<file path="src/sv/zcpg_pkg.sv">
// shared constants and types for the zero-cross pattern gate
`default_nettype none
package zcpg_pkg;

  localparam int SAMPLE_WIDTH  = 24;
  localparam int PATTERN_STEPS = 32;
  localparam int STEP_W        = $clog2(PATTERN_STEPS);

  localparam int PERIOD_W  = 24;
  localparam int THRESH_W  = 23;
  localparam int PATTERN_W = 32;
  localparam int LENGTH_W  = 6;
  localparam int CFG_DATA_W = 32;
  localparam int CFG_IDX_W  = 2;

  // wide enough for step index + 1 and a clamped length
  localparam int CNT_W = 8;

  localparam logic [PERIOD_W-1:0] ONE_SAMPLE = PERIOD_W'(256);

  typedef enum logic [CFG_IDX_W-1:0] {
    REG_STEP_PERIOD    = 2'd0,
    REG_ZERO_THRESHOLD = 2'd1,
    REG_PATTERN_BITS   = 2'd2,
    REG_PATTERN_LENGTH = 2'd3
  } cfg_reg_t;

  localparam logic [PERIOD_W-1:0]  RST_STEP_PERIOD    = PERIOD_W'(384000);
  localparam logic [THRESH_W-1:0]  RST_ZERO_THRESHOLD = THRESH_W'(8389);
  localparam logic [PATTERN_W-1:0] RST_PATTERN_BITS   = '1;
  localparam logic [LENGTH_W-1:0]  RST_PATTERN_LENGTH = LENGTH_W'(16);

  // pattern step event for the current item
  typedef struct packed {
    logic fire;
    logic bit_one;
  } step_t;

endpackage
`default_nettype wire

</file>
<file path="src/sv/zcpg_if.sv">
// stream interfaces for sample items and result items
`default_nettype none
interface zcpg_in_if;
  logic                                    valid;
  logic                                    ready;
  logic signed [zcpg_pkg::SAMPLE_WIDTH-1:0] sample_left;
  logic signed [zcpg_pkg::SAMPLE_WIDTH-1:0] sample_right;
  logic                                    restart;

  modport source (output valid, sample_left, sample_right, restart, input ready);
  modport sink   (input valid, sample_left, sample_right, restart, output ready);
endinterface

interface zcpg_out_if;
  logic                                    valid;
  logic                                    ready;
  logic signed [zcpg_pkg::SAMPLE_WIDTH-1:0] gated_left;
  logic signed [zcpg_pkg::SAMPLE_WIDTH-1:0] gated_right;
  logic                                    left_open;
  logic                                    right_open;

  modport source (output valid, gated_left, gated_right, left_open, right_open,
                  input ready);
  modport sink   (input valid, gated_left, gated_right, left_open, right_open,
                  output ready);
endinterface
`default_nettype wire

</file>
<file path="src/sv/zcpg_step.sv">
// phase accumulator and pattern step sequencer
`default_nettype none
module zcpg_step (
  input  wire logic                               clk,
  input  wire logic                               rst,
  input  wire logic                               en,
  input  wire logic                               restart,
  input  wire logic [zcpg_pkg::PERIOD_W-1:0]      step_period,
  input  wire logic [zcpg_pkg::PATTERN_W-1:0]     pattern_bits,
  input  wire logic [zcpg_pkg::LENGTH_W-1:0]      pattern_length,
  output zcpg_pkg::step_t                         step
);

  logic [zcpg_pkg::PERIOD_W-1:0] phase_acc, phase_acc_next;
  logic [zcpg_pkg::STEP_W-1:0]   step_index, step_index_next;

  logic [zcpg_pkg::PERIOD_W-1:0] phase_base;
  logic [zcpg_pkg::STEP_W-1:0]   index_base;
  logic [zcpg_pkg::PERIOD_W-1:0] period_eff;
  logic [zcpg_pkg::PERIOD_W:0]   sum;
  logic [zcpg_pkg::PERIOD_W:0]   diff;
  logic [zcpg_pkg::CNT_W-1:0]    len_eff;
  logic [zcpg_pkg::CNT_W-1:0]    index_inc;
  logic [zcpg_pkg::PATTERN_W-1:0] pattern_shift;

  always_comb begin
    phase_base = restart ? '0 : phase_acc;
    index_base = restart ? '0 : step_index;
    period_eff = (step_period < zcpg_pkg::ONE_SAMPLE) ? zcpg_pkg::ONE_SAMPLE : step_period;
    sum  = {1'b0, phase_base} + {1'b0, zcpg_pkg::ONE_SAMPLE};
    diff = sum - {1'b0, period_eff};
    step.fire = (sum >= {1'b0, period_eff});

    len_eff = (zcpg_pkg::CNT_W'(pattern_length) > zcpg_pkg::CNT_W'(zcpg_pkg::PATTERN_STEPS))
            ? zcpg_pkg::CNT_W'(zcpg_pkg::PATTERN_STEPS)
            : zcpg_pkg::CNT_W'(pattern_length);
    index_inc = zcpg_pkg::CNT_W'(index_base) + zcpg_pkg::CNT_W'(1);

    if (step.fire) begin
      phase_acc_next  = diff[zcpg_pkg::PERIOD_W-1:0];
      step_index_next = (index_inc >= len_eff) ? '0 : index_inc[zcpg_pkg::STEP_W-1:0];
    end else begin
      phase_acc_next  = sum[zcpg_pkg::PERIOD_W-1:0];
      step_index_next = index_base;
    end

    // steps past the top of the pattern word read as zero
    pattern_shift = pattern_bits >> step_index_next;
    step.bit_one  = pattern_shift[0];
  end

  always_ff @(posedge clk) begin
    if (rst) begin
      phase_acc  <= '0;
      step_index <= '0;
    end else if (en) begin
      phase_acc  <= phase_acc_next;
      step_index <= step_index_next;
    end
  end

endmodule
`default_nettype wire

</file>
<file path="src/sv/zcpg_chan.sv">
// per-channel gate with pending open and close flags
`default_nettype none
module zcpg_chan (
  input  wire logic                                    clk,
  input  wire logic                                    rst,
  input  wire logic                                    en,
  input  wire logic                                    restart,
  input  wire logic signed [zcpg_pkg::SAMPLE_WIDTH-1:0] sample,
  input  wire logic [zcpg_pkg::THRESH_W-1:0]           zero_threshold,
  input  wire zcpg_pkg::step_t                         step,
  output logic signed [zcpg_pkg::SAMPLE_WIDTH-1:0]      gated,
  output logic                                         open
);

  localparam int CMP_W = zcpg_pkg::SAMPLE_WIDTH + zcpg_pkg::THRESH_W;

  logic gate, gate_next;
  logic arm_open, arm_open_next;
  logic arm_close, arm_close_next;

  logic                                gate_base, open_base, close_base;
  logic [zcpg_pkg::SAMPLE_WIDTH-1:0]   mag;
  logic                                crossing;
  logic                                gate_now, open_now, close_now;

  always_comb begin
    gate_base  = restart ? 1'b0 : gate;
    open_base  = restart ? 1'b0 : arm_open;
    close_base = restart ? 1'b0 : arm_close;

    // the most negative code reads as its unsigned magnitude
    mag = sample[zcpg_pkg::SAMPLE_WIDTH-1] ? (~sample + 1'b1) : sample;
    crossing = (CMP_W'(mag) < CMP_W'(zero_threshold));

    gate_now  = gate_base;
    open_now  = open_base;
    close_now = close_base;
    if (crossing) begin
      if (open_base) begin
        gate_now = 1'b1;
        open_now = 1'b0;
      end
      if (close_base) begin
        gate_now  = 1'b0;
        close_now = 1'b0;
      end
    end

    gated = gate_now ? sample : '0;
    open  = gate_now;

    gate_next      = gate_now;
    arm_open_next  = open_now;
    arm_close_next = close_now;
    if (step.fire) begin
      if (step.bit_one) begin
        arm_open_next = !gate_now;
      end else begin
        arm_close_next = gate_now;
      end
    end
  end

  always_ff @(posedge clk) begin
    if (rst) begin
      gate      <= 1'b0;
      arm_open  <= 1'b0;
      arm_close <= 1'b0;
    end else if (en) begin
      gate      <= gate_next;
      arm_open  <= arm_open_next;
      arm_close <= arm_close_next;
    end
  end

`ifndef ASSERT_OFF
  a_open_only_when_closed: assert property (@(posedge clk) disable iff (rst)
    arm_open |-> !gate)
    else $error("open pending on an open gate");
  a_close_only_when_open: assert property (@(posedge clk) disable iff (rst)
    arm_close |-> gate)
    else $error("close pending on a closed gate");
  a_flags_exclusive: assert property (@(posedge clk) disable iff (rst)
    !(arm_open && arm_close))
    else $error("open and close pending together");
`endif

endmodule
`default_nettype wire

</file>
<file path="src/sv/zero_cross_pattern_gate_top.sv">
// top level of the zero-cross pattern gate
//
//   channel   dir  handshake      payload
//   samples   in   valid/ready    sample_left, sample_right, restart
//   results   out  valid/ready    gated_left, gated_right, left_open, right_open
//   cfg_*     in   cfg_we         cfg_index, cfg_data (write only)
//
// one item per cycle sustained while results.ready is high; an accepted item is held in the input
// register, then goes through gate and step logic into the result register
// rst is synchronous: gates, pending flags, phase and step index clear,
// registers return to their defaults
// a stalled result holds in place and one more item waits in the input register;
// samples.ready then stays low until results.ready returns
`default_nettype none
module zero_cross_pattern_gate_top (
  input  wire logic                                clk,
  input  wire logic                                rst,
  zcpg_in_if.sink                                  samples,
  zcpg_out_if.source                               results,
  input  wire logic                                cfg_we,
  input  wire logic [zcpg_pkg::CFG_IDX_W-1:0]      cfg_index,
  input  wire logic [zcpg_pkg::CFG_DATA_W-1:0]     cfg_data
);

  logic [zcpg_pkg::PERIOD_W-1:0]  step_period;
  logic [zcpg_pkg::THRESH_W-1:0]  zero_threshold;
  logic [zcpg_pkg::PATTERN_W-1:0] pattern_bits;
  logic [zcpg_pkg::LENGTH_W-1:0]  pattern_length;

  logic                                     s1_valid;
  logic signed [zcpg_pkg::SAMPLE_WIDTH-1:0] s1_left, s1_right;
  logic                                     s1_restart;

  logic                                     out_valid;
  logic signed [zcpg_pkg::SAMPLE_WIDTH-1:0] out_left, out_right;
  logic                                     out_left_open, out_right_open;

  logic                                     out_free;
  logic                                     advance;
  logic                                     take;
  zcpg_pkg::step_t                          step;
  logic signed [zcpg_pkg::SAMPLE_WIDTH-1:0] left_res, right_res;
  logic                                     left_open_res, right_open_res;

  assign out_free      = !out_valid || results.ready;
  assign advance       = s1_valid && out_free;
  assign samples.ready = !s1_valid || out_free;
  assign take          = samples.valid && samples.ready;

  always_ff @(posedge clk) begin
    if (rst) begin
      step_period    <= zcpg_pkg::RST_STEP_PERIOD;
      zero_threshold <= zcpg_pkg::RST_ZERO_THRESHOLD;
      pattern_bits   <= zcpg_pkg::RST_PATTERN_BITS;
      pattern_length <= zcpg_pkg::RST_PATTERN_LENGTH;
    end else if (cfg_we) begin
      case (zcpg_pkg::cfg_reg_t'(cfg_index))
        zcpg_pkg::REG_STEP_PERIOD:    step_period    <= cfg_data[zcpg_pkg::PERIOD_W-1:0];
        zcpg_pkg::REG_ZERO_THRESHOLD: zero_threshold <= cfg_data[zcpg_pkg::THRESH_W-1:0];
        zcpg_pkg::REG_PATTERN_BITS:   pattern_bits   <= cfg_data[zcpg_pkg::PATTERN_W-1:0];
        zcpg_pkg::REG_PATTERN_LENGTH: pattern_length <= cfg_data[zcpg_pkg::LENGTH_W-1:0];
        default: ;
      endcase
    end
  end

  // input register
  always_ff @(posedge clk) begin
    if (rst) begin
      s1_valid <= 1'b0;
    end else if (samples.ready) begin
      s1_valid <= samples.valid;
    end
  end

  always_ff @(posedge clk) begin
    if (take) begin
      s1_left    <= samples.sample_left;
      s1_right   <= samples.sample_right;
      s1_restart <= samples.restart;
    end
  end

  zcpg_step u_step (
    .clk            (clk),
    .rst            (rst),
    .en             (advance),
    .restart        (s1_restart),
    .step_period    (step_period),
    .pattern_bits   (pattern_bits),
    .pattern_length (pattern_length),
    .step           (step)
  );

  zcpg_chan u_chan_left (
    .clk            (clk),
    .rst            (rst),
    .en             (advance),
    .restart        (s1_restart),
    .sample         (s1_left),
    .zero_threshold (zero_threshold),
    .step           (step),
    .gated          (left_res),
    .open           (left_open_res)
  );

  zcpg_chan u_chan_right (
    .clk            (clk),
    .rst            (rst),
    .en             (advance),
    .restart        (s1_restart),
    .sample         (s1_right),
    .zero_threshold (zero_threshold),
    .step           (step),
    .gated          (right_res),
    .open           (right_open_res)
  );

  // result register
  always_ff @(posedge clk) begin
    if (rst) begin
      out_valid <= 1'b0;
    end else if (out_free) begin
      out_valid <= s1_valid;
    end
  end

  always_ff @(posedge clk) begin
    if (advance) begin
      out_left       <= left_res;
      out_right      <= right_res;
      out_left_open  <= left_open_res;
      out_right_open <= right_open_res;
    end
  end

  assign results.valid       = out_valid;
  assign results.gated_left  = out_left;
  assign results.gated_right = out_right;
  assign results.left_open   = out_left_open;
  assign results.right_open  = out_right_open;

`ifndef ASSERT_OFF
  a_stage_moves_to_result: assert property (@(posedge clk) disable iff (rst)
    advance |=> out_valid)
    else $error("item lost between input and result register");
  a_left_closed_is_silent: assert property (@(posedge clk) disable iff (rst)
    (out_valid && !out_left_open) |-> (out_left == '0))
    else $error("closed left gate passes a sample");
  a_right_closed_is_silent: assert property (@(posedge clk) disable iff (rst)
    (out_valid && !out_right_open) |-> (out_right == '0))
    else $error("closed right gate passes a sample");
`endif

endmodule
`default_nettype wire

</file>
<file path="src/flat_wrapper.sv">
// flat-port wrapper written by rule: the top's interface ports become plain ports
module zero_cross_pattern_gate_top_flat 
  (clk, rst, cfg_we, cfg_index, cfg_data, samples_valid, samples_sample_left, samples_sample_right, samples_restart, samples_ready, results_valid, results_gated_left, results_gated_right, results_left_open, results_right_open, results_ready);
  zcpg_in_if samples_i ();
  zcpg_out_if results_i ();
  input  wire logic clk;
  input  wire logic rst;
  input  wire logic cfg_we;
  input  wire logic [zcpg_pkg::CFG_IDX_W-1:0] cfg_index;
  input  wire logic [zcpg_pkg::CFG_DATA_W-1:0] cfg_data;
  input wire logic [$bits(samples_i.valid)-1:0] samples_valid;
  input wire logic [$bits(samples_i.sample_left)-1:0] samples_sample_left;
  input wire logic [$bits(samples_i.sample_right)-1:0] samples_sample_right;
  input wire logic [$bits(samples_i.restart)-1:0] samples_restart;
  output wire logic [$bits(samples_i.ready)-1:0] samples_ready;
  output wire logic [$bits(results_i.valid)-1:0] results_valid;
  output wire logic [$bits(results_i.gated_left)-1:0] results_gated_left;
  output wire logic [$bits(results_i.gated_right)-1:0] results_gated_right;
  output wire logic [$bits(results_i.left_open)-1:0] results_left_open;
  output wire logic [$bits(results_i.right_open)-1:0] results_right_open;
  input wire logic [$bits(results_i.ready)-1:0] results_ready;
  assign samples_i.valid = samples_valid;
  assign samples_i.sample_left = samples_sample_left;
  assign samples_i.sample_right = samples_sample_right;
  assign samples_i.restart = samples_restart;
  assign samples_ready = samples_i.ready;
  assign results_valid = results_i.valid;
  assign results_gated_left = results_i.gated_left;
  assign results_gated_right = results_i.gated_right;
  assign results_left_open = results_i.left_open;
  assign results_right_open = results_i.right_open;
  assign results_i.ready = results_ready;
  zero_cross_pattern_gate_top u_core (.clk(clk), .rst(rst), .samples(samples_i), .results(results_i), .cfg_we(cfg_we), .cfg_index(cfg_index), .cfg_data(cfg_data));
endmodule
</file>
<file path="config.mk">
export PLATFORM = sky130hd
export DESIGN_NAME = zero_cross_pattern_gate_top_flat
export DESIGN_NICKNAME = d
export VERILOG_FILES = /design/src/sv/zcpg_pkg.sv /design/src/sv/zcpg_if.sv /design/src/sv/zcpg_step.sv /design/src/sv/zcpg_chan.sv /design/src/sv/zero_cross_pattern_gate_top.sv /design/src/flat_wrapper.sv
export SDC_FILE = /design/constraint.sdc
export NUM_CORES = 1
export LEC_CHECK = 0
export BUFFER_PORTS_ARGS = -buffer_cell sky130_fd_sc_hd__buf_4
export CORE_MARGIN = 5
export CORE_UTILIZATION = 56
export DETAILED_ROUTE_END_ITERATION = 8
export GPL_ROUTABILITY_DRIVEN = 1
export GPL_TIMING_DRIVEN = 0
export PLACE_DENSITY = 0.84
export RECOVER_POWER = 50
export SYNTH_ARGS = -nofsm -noshare
export SYNTH_HDL_FRONTEND = slang
export SYNTH_SLANG_ARGS = --single-unit
</file>
<file path="constraint.sdc">
create_clock -name clk -period 6.15 [get_ports clk]
set_clock_uncertainty 0.05 [all_clocks]
set_input_delay 1.23 -clock clk [delete_from_list [all_inputs] [get_ports clk]]
set_output_delay 1.23 -clock clk [all_outputs]
set_load 0.01 [all_outputs]
</file>
---- Yosys cells after proc, flatten, opt, wreduce, memory -nomap -nowiden ----
Cells that the tools add are included.
operators by class
  $add $sub $neg .......................... 5
  magnitude comparators ................... 6
  equality and inequality tests ........... 3
  shift-type cells ........................ 1
  mux-type cells .......................... 33
  bitwise operators ....................... 2
  reduce and logical (&&, ||, !) cells .... 13
operator list
  operator                                                                       number
  24-bit two-way mux                                                             5
  24-bit by 1-bit adder with 24-bit output, second input constant                2
  24-bit by 23-bit less-than comparator with 1-bit output                        2
  24-bit inverter                                                                2
  32-bit by 5-bit right shift with 1-bit output                                  1
  24-bit by 9-bit adder with 25-bit output, second input constant                1
  25-bit by 24-bit >= comparator with 1-bit output                               1
  24-bit by 9-bit less-than comparator with 1-bit output, second input constant  1
  1-bit two-way mux                                                              24
  24-bit subtractor                                                              1
  5-bit two-way mux                                                              3
  2-bit AND reduction                                                            4
  5-bit by 1-bit adder with 6-bit output, second input constant                  1
  6-bit >= comparator                                                            1
  6-bit > comparator, second input constant                                      1
  6-bit two-way mux                                                              1
  2-bit == test, second input constant                                           2
  1-bit logical NOT                                                              4
  2-bit by 1-bit == test with 1-bit output, second input constant                1
  1-bit logical AND                                                              2
  2-bit logical NOT                                                              1
  1-bit logical OR                                                               2
storage, ports and cells
  register bits ........................... 221
  bits of input ports ..................... 88
  output and inout port bits .............. 52
  word-level logic and storage cells ...... 84

---- Logic depth before layout (Yosys ltp) ----
  word-level depth ........................ 8
  gate-level depth with buffers ........... 24
  gate-level depth less buffers ........... 22

---- Cells and area by module ----
From an unflattened synthesis, not the netlist that was laid out.
unflattened totals
  cells, all modules ...................... 1402
  area, all modules ....................... 13170.1 µm²
by module, submodules not included
  module                            instances  cells an instance  area each (µm²)  seq. area each (µm²)
  zero_cross_pattern_gate_top       1          451                6465.0           4714.5
  zcpg_step                         1          566                3943.8           580.6
  zcpg_chan at u_core.u_chan_left   1          196                1403.8           60.1
  zcpg_chan at u_core.u_chan_right  1          189                1357.6           60.1

---- Worst setup path after synthesis ----
No wires, ideal clock.
  path type ............................... register to register
  from .................................... reg u_core.s1_restart
  to ...................................... reg u_core.u_chan_right.arm_close
  library setup time ...................... 123 ps
  arrival time ............................ 4862 ps
  required time ........................... 5977 ps
  path slack .............................. 1115 ps
  stages on the path, launching flop included .. 22
  buffers on the path ..................... 3
  period minus slack after synthesis ...... 5035 ps
  path through ............................ edfxtp_1 > clkbuf_1 > clkbuf_1 > nor2b_1 > ha_1 > and3_1 > and4_4 > xnor2_1 > nor2_1 > ha_1 > a21o_1 > a21o_1 > or2_2 > and2_1 > a211oi_2 > nand2_2 > buf_4 > o311ai_0 > o221ai_1 > or4_4 > a21oi_1 > o22ai_1
between the ends
  word-level cells in the longest chain between the ends .. 8
  elaborated cells between the ends (all ways) .. 18
  classes of those cells .................. add/sub (2); order compare (2); shift (1); mux (13)
ends and longest elaborated chain
  element                                                                                           line                               RTL
  start, declared                                                                                   zero_cross_pattern_gate_top.sv:32  logic s1_restart;
  start signal, assigned                                                                            zero_cross_pattern_gate_top.sv:80  s1_restart <= samples.restart;
  parallel branches: the longest is 7 deep, another holds 24-bit by 9-bit adder with 25-bit output  -
  1-bit two-way mux (*)                                                                             zcpg_chan.sv:55                    if (step.fire) begin
  end signal, assigned                                                                              zcpg_chan.sv:72                    arm_close <= arm_close_next;
  end, declared                                                                                     zcpg_chan.sv:19                    logic arm_close, arm_close_next;
Every way passes the cells marked *.
A chain may end at the register's enable or synchronous reset.

---- Worst setup path in the final report ----
Same ends and word-level chain as after synthesis.

==> impl_summary.log <==
INFO  metric number_of_vias_per_cell_after_detailed_routing = 5.96
INFO  metric yosys.area_share.simple = 0.234
INFO  metric worst-r2r-cell-count = 23
INFO  metric drt_first_pass_iters = 7
INFO  metric synth-edff-count = 99
INFO  metric critical_path_class = register to register
INFO  metric power-per-cell-area = 259 nW/um^2
INFO  metric peakVddDrop = 0.257 mV
INFO  metric hold-worst-slack = 0.406 ns
INFO  metric clock_tree.buffer_depth = 3
INFO  metric launching_element_type_of_the_critical_path = register
INFO  metric first_global_vias = 10255
INFO  metric core.rowCount = 54
INFO  metric mappedNetlistArea = 12300 um^2
INFO  metric number_of_i_o_pins = 140
INFO  metric drc_viols = 0
INFO  metric arrival_time_at_the_worst_endpoint = 6.35 ns
INFO  metric area.growth.synth_to_final = 18.6%
INFO  metric fp.coreArea = 21700 um^2
INFO  metric crit_path_end_kind = register
INFO  metric finalNetCount = 1678
INFO  metric grt_max_degree = 45
INFO  metric synth.distinct_cells = 76
INFO  metric n_antenna_cell = 0
INFO  metric cts_inserted_buffers = 23
INFO  metric timing.critical_path.fanout_max = 10
INFO  metric timing.critical_path.slowest_cell_delay = 0.51 ns
INFO  metric cap_violations = 1
INFO  metric hold_viol = 0
INFO  metric initial_utilization = 0.566
INFO  metric synth_top_cells_by_area = edfxtp_1 (24%), dfxtp_1 (20%), ha_1 (7.9%)
INFO  metric critical_path.slowest_cell = or4_4
INFO  metric most_used_flip_flop_cell_after_synthesis = dfxtp_1
INFO  metric synth_adder_area_share = 0.0811
INFO  metric detail_route.iter0.violations = 1045
INFO  metric wl_per_cell = 19.1 um
INFO  metric failing_checks = capacitance limit, slew limit
INFO  metric reg2reg_setup_slack = 0.17 ns
INFO  metric synth_compound_gate_area_share = 0.142
INFO  metric cts.hold.buffers_added = 0
INFO  metric yosysTopAreaCell = edfxtp_1
INFO  metric vias = 10774
INFO  metric synthCells = 1340
INFO  metric p_leak = 5.85 nW
INFO  metric clock_insertion_delay_worst_skew = 0.54 ns
INFO  metric cp.required = 6.52 ns
INFO  metric totalWireLength = 34500 um
INFO  metric min_period = 5.98 ns
INFO  metric synth.mux.area_fraction = 0.0134
INFO  metric worst_slack = 0.173 ns
INFO  metric fp.dieW = 158 um
INFO  metric finalInstanceArea = 14600 um^2
INFO  metric groute.usage.overall = 0.268
INFO  metric cts_num_sinks = 221
INFO  metric antenna_left = 0
INFO  metric cts.root.buffer_cell = clkbuf_16
INFO  metric cp-endpoint = u_core.u_chan_right.arm_close$_SDFFE_PP0P_
INFO  metric worst_r2r_endpoint = u_core.u_chan_right.arm_close$_SDFFE_PP0P_
INFO  metric hp-class = register to register
INFO  metric path_clk_slew = 0.06 ns
INFO  metric routabilityCongestion = 0.951
INFO  metric synth.yosys.warnings = 0
INFO  metric slew_headroom = -0.556
INFO  metric detailed_place.area = 13700 um^2
INFO  metric antenna_found_initial = 0
INFO  metric post-route-period-util = 0.972
INFO  metric setup_total_negative_slack = 0 ns
INFO  metric report.final.slew_viol_count = 44
INFO  metric status = finished with violations
INFO  metric tritoncts_clock_tree = built
INFO  metric layout-drive-gt1-share = 0.137
INFO  metric area_of_the_die = 25000 um^2
INFO  metric detailedPlacementHpwl = 25400 um
INFO  metric start_point_of_the_critical_path = u_core.s1_restart$_DFFE_PP_
INFO  metric postSynthAreaPerCell = 9.17 um^2
INFO  metric grt-ovfl-total = 0
INFO  metric yosys.area_share.xor_xnor = 0.0535
INFO  metric setup_violations = 0
INFO  metric grt_pass1_wl = 53300 um
INFO  metric maxClockFrequency = 0.167 GHz
INFO  metric async_flop_share = 0
INFO  metric worst_slew_pin_slew = 2.33 ns
INFO  metric netlist.area_leader.share = 0.242
INFO  metric detailedPlace.worstSlack = -0.537 ns
INFO  metric ys_ff_latch = 221
INFO  metric synth_top_family_by_area = simple AND/OR/NAND/NOR gates
INFO  metric critical_path.reg2reg.startpoint = u_core.s1_restart$_DFFE_PP_
INFO  metric synthesis.nets = 1507
INFO  metric total_power = 0.00377 W
INFO  metric portion_of_the_post_synthesis_area_used_by_sequential_elements = 0.441
INFO  metric die_y = 158 um
INFO  metric series_of_cell_instances_along_the_critical_path = buf_2 > buf_2 > nor2b_1 > ha_1 > and3_1 > and4_4 > xnor2_1 > nor2_1 > ha_1 > nand3_1 > or2_2 > nor3_1 > o311ai_1 > and3_1 > o21ai_4 > buf_6 > mux2i_1 > a31oi_1 > o2111ai_1 > o221ai_1 > or4_4 > a21oi_1 > o22ai_1
INFO  metric h-tree-depth = 1
INFO  metric buffer_ports.inserted = 137
-- flip-flops by register name, summed over array words and instances (netlist names), 5 cells and up --
| name | cells |
|---|---|
| u_core.s1_right | 24 |
| u_core.pattern_length | 6 |
| u_core.u_step.phase_acc | 24 |
| u_core.zero_threshold | 23 |
| u_core.u_step.step_index | 5 |
| u_core.pattern_bits | 32 |
| u_core.results.gated_right | 24 |
| u_core.step_period | 24 |
| u_core.results.gated_left | 24 |
| u_core.s1_left | 24 |
-- layout by cell type, fill, tap and decap left out, drive strengths merged, types with 10 or more instances in the layout --
cell	instances
nand2	234
clkbuf	135
dfxtp	122
edfxtp	99
nor2	93
buf	92
a21oi	85
ha	78
inv	61
xnor2	60
and2	55
o21ai	41
nand3b	36
nand3	24
nor2b	22
a21o	21
nor3	21
a211o	19
xor2	15
nand2b	15
nand4	13
o31ai	13
nor4	12
or3	12
mux2i	12
a311oi	11
and3	10
-- report_power, final --
| part | switching, W | total (W) | internal [W] |
|---|---|---|---|
| registers | 0.0000513 | 0.00165 | 0.00160 |
| clock network | 0.000614 | 0.00155 | 0.000940 |
| logic | 0.000331 | 0.000568 | 0.000237 |
| total | 0.000996 | 0.00377 | 0.00278 |
-- worst max-delay path: cells and delay by family, from the launching register on --
family / cells / cell delay, ns
and+or+nand+nor: 9 / 2.11
AOI/OAI and AO/OA: 7 / 1.19
buffers and inverters: 3 / 0.90
adders and majority gates: 2 / 0.67
DFF: 1 / 0.49
muxes: 1 / 0.29
xor gates and xnor gates: 1 / 0.15
-- per-layer routing --
layer | GRT usage | wire length, um | up-vias
met5 | 0 | 0 | -
met4 | 0.108 | 1430 | 0
met3 | 0.0446 | 3050 | 106
met2 | 0.435 | 15700 | 531
met1 | 0.359 | 14300 | 5055
li1 | - | - | 5082
-- cells by family (layout without fill, tap and decap cells) --
group,after synthesis,in the layout
buffers and inverters,115,303
multiplexers,16,16
AO/OA/AOI/OAI,256,256
XOR/XNOR,75,75
flip-flops,221,221
adder cells (fa/ha/maj),79,79
AND/OR/NAND/NOR,578,578
-- worst min-delay path by stage --
stage | start | to | cells past startpoint
finish | u_core.step_period[0]$_SDFFE_PP0P_ | u_core.step_period[0]$_SDFFE_PP0P_ | 2
global route | u_core.u_chan_right.gate$_SDFFE_PP0P_ | u_core.u_chan_right.gate$_SDFFE_PP0P_ | 2
CTS | u_core.step_period[0]$_SDFFE_PP0P_ | u_core.step_period[0]$_SDFFE_PP0P_ | 2
detailed placement | u_core.step_period[0]$_SDFFE_PP0P_ | u_core.step_period[0]$_SDFFE_PP0P_ | 2
global placement | u_core.step_period[0]$_SDFFE_PP0P_ | u_core.step_period[0]$_SDFFE_PP0P_ | 2
floorplan | u_core.pattern_bits[25]$_SDFFE_PP1P_ | u_core.pattern_bits[25]$_SDFFE_PP1P_ | 2
-- layout make-up --
class / instances / area, um^2
Clock inverter: 15 / 220
Fill cell: 1634 / 7120
Tap cell: 280 / 350
Clock buffer: 27 / 622
Multi-Input combinational cell: 1004 / 6460
Sequential cell: 221 / 5420
Timing Repair Buffer: 146 / 1060
Buffer: 54 / 220
Inverter: 61 / 229
-- cell usage after synthesis, types with 5 or more instances --
library cell / number
buf_1: 5
nor3_1: 20
xnor2_1: 60
nand3_1: 24
nor2_1: 92
dfxtp_1: 122
o31ai_1: 13
o21ai_0: 38
and3_1: 10
or3_1: 11
nand2_1: 233
a21o_1: 21
edfxtp_1: 99
nand4_1: 13
o41ai_1: 5
inv_1: 60
a211o_1: 19
nor3b_1: 5
ha_1: 78
xor2_1: 15
nand2b_1: 14
nor4_1: 12
clkbuf_1: 45
nand3b_1: 36
a22oi_1: 6
or2_2: 7
or4_1: 5
mux2i_1: 12
a21oi_1: 85
a311oi_1: 11
and4_1: 5
nor2b_1: 22
and2_1: 55
o211ai_1: 6
a21boi_0: 6
-- through the flow --
step | util | instances
after global placement | 0.630 | 1757
after CTS | 0.672 | 1802
after detailed placement | 0.632 | 1759
final | 0.672 | 1808
after floorplan | - | 1340
after global routing | 0.672 | 1808
-- timing repair --
action,4_1_cts,5_1_grt
gates resized for setup,3,11
pin swaps,1,2
hold endpoints to repair,0,0
setup endpoints to repair,4,4
buffers inserted,1,6
No activity file was read; power rests on OpenSTA's default activity.
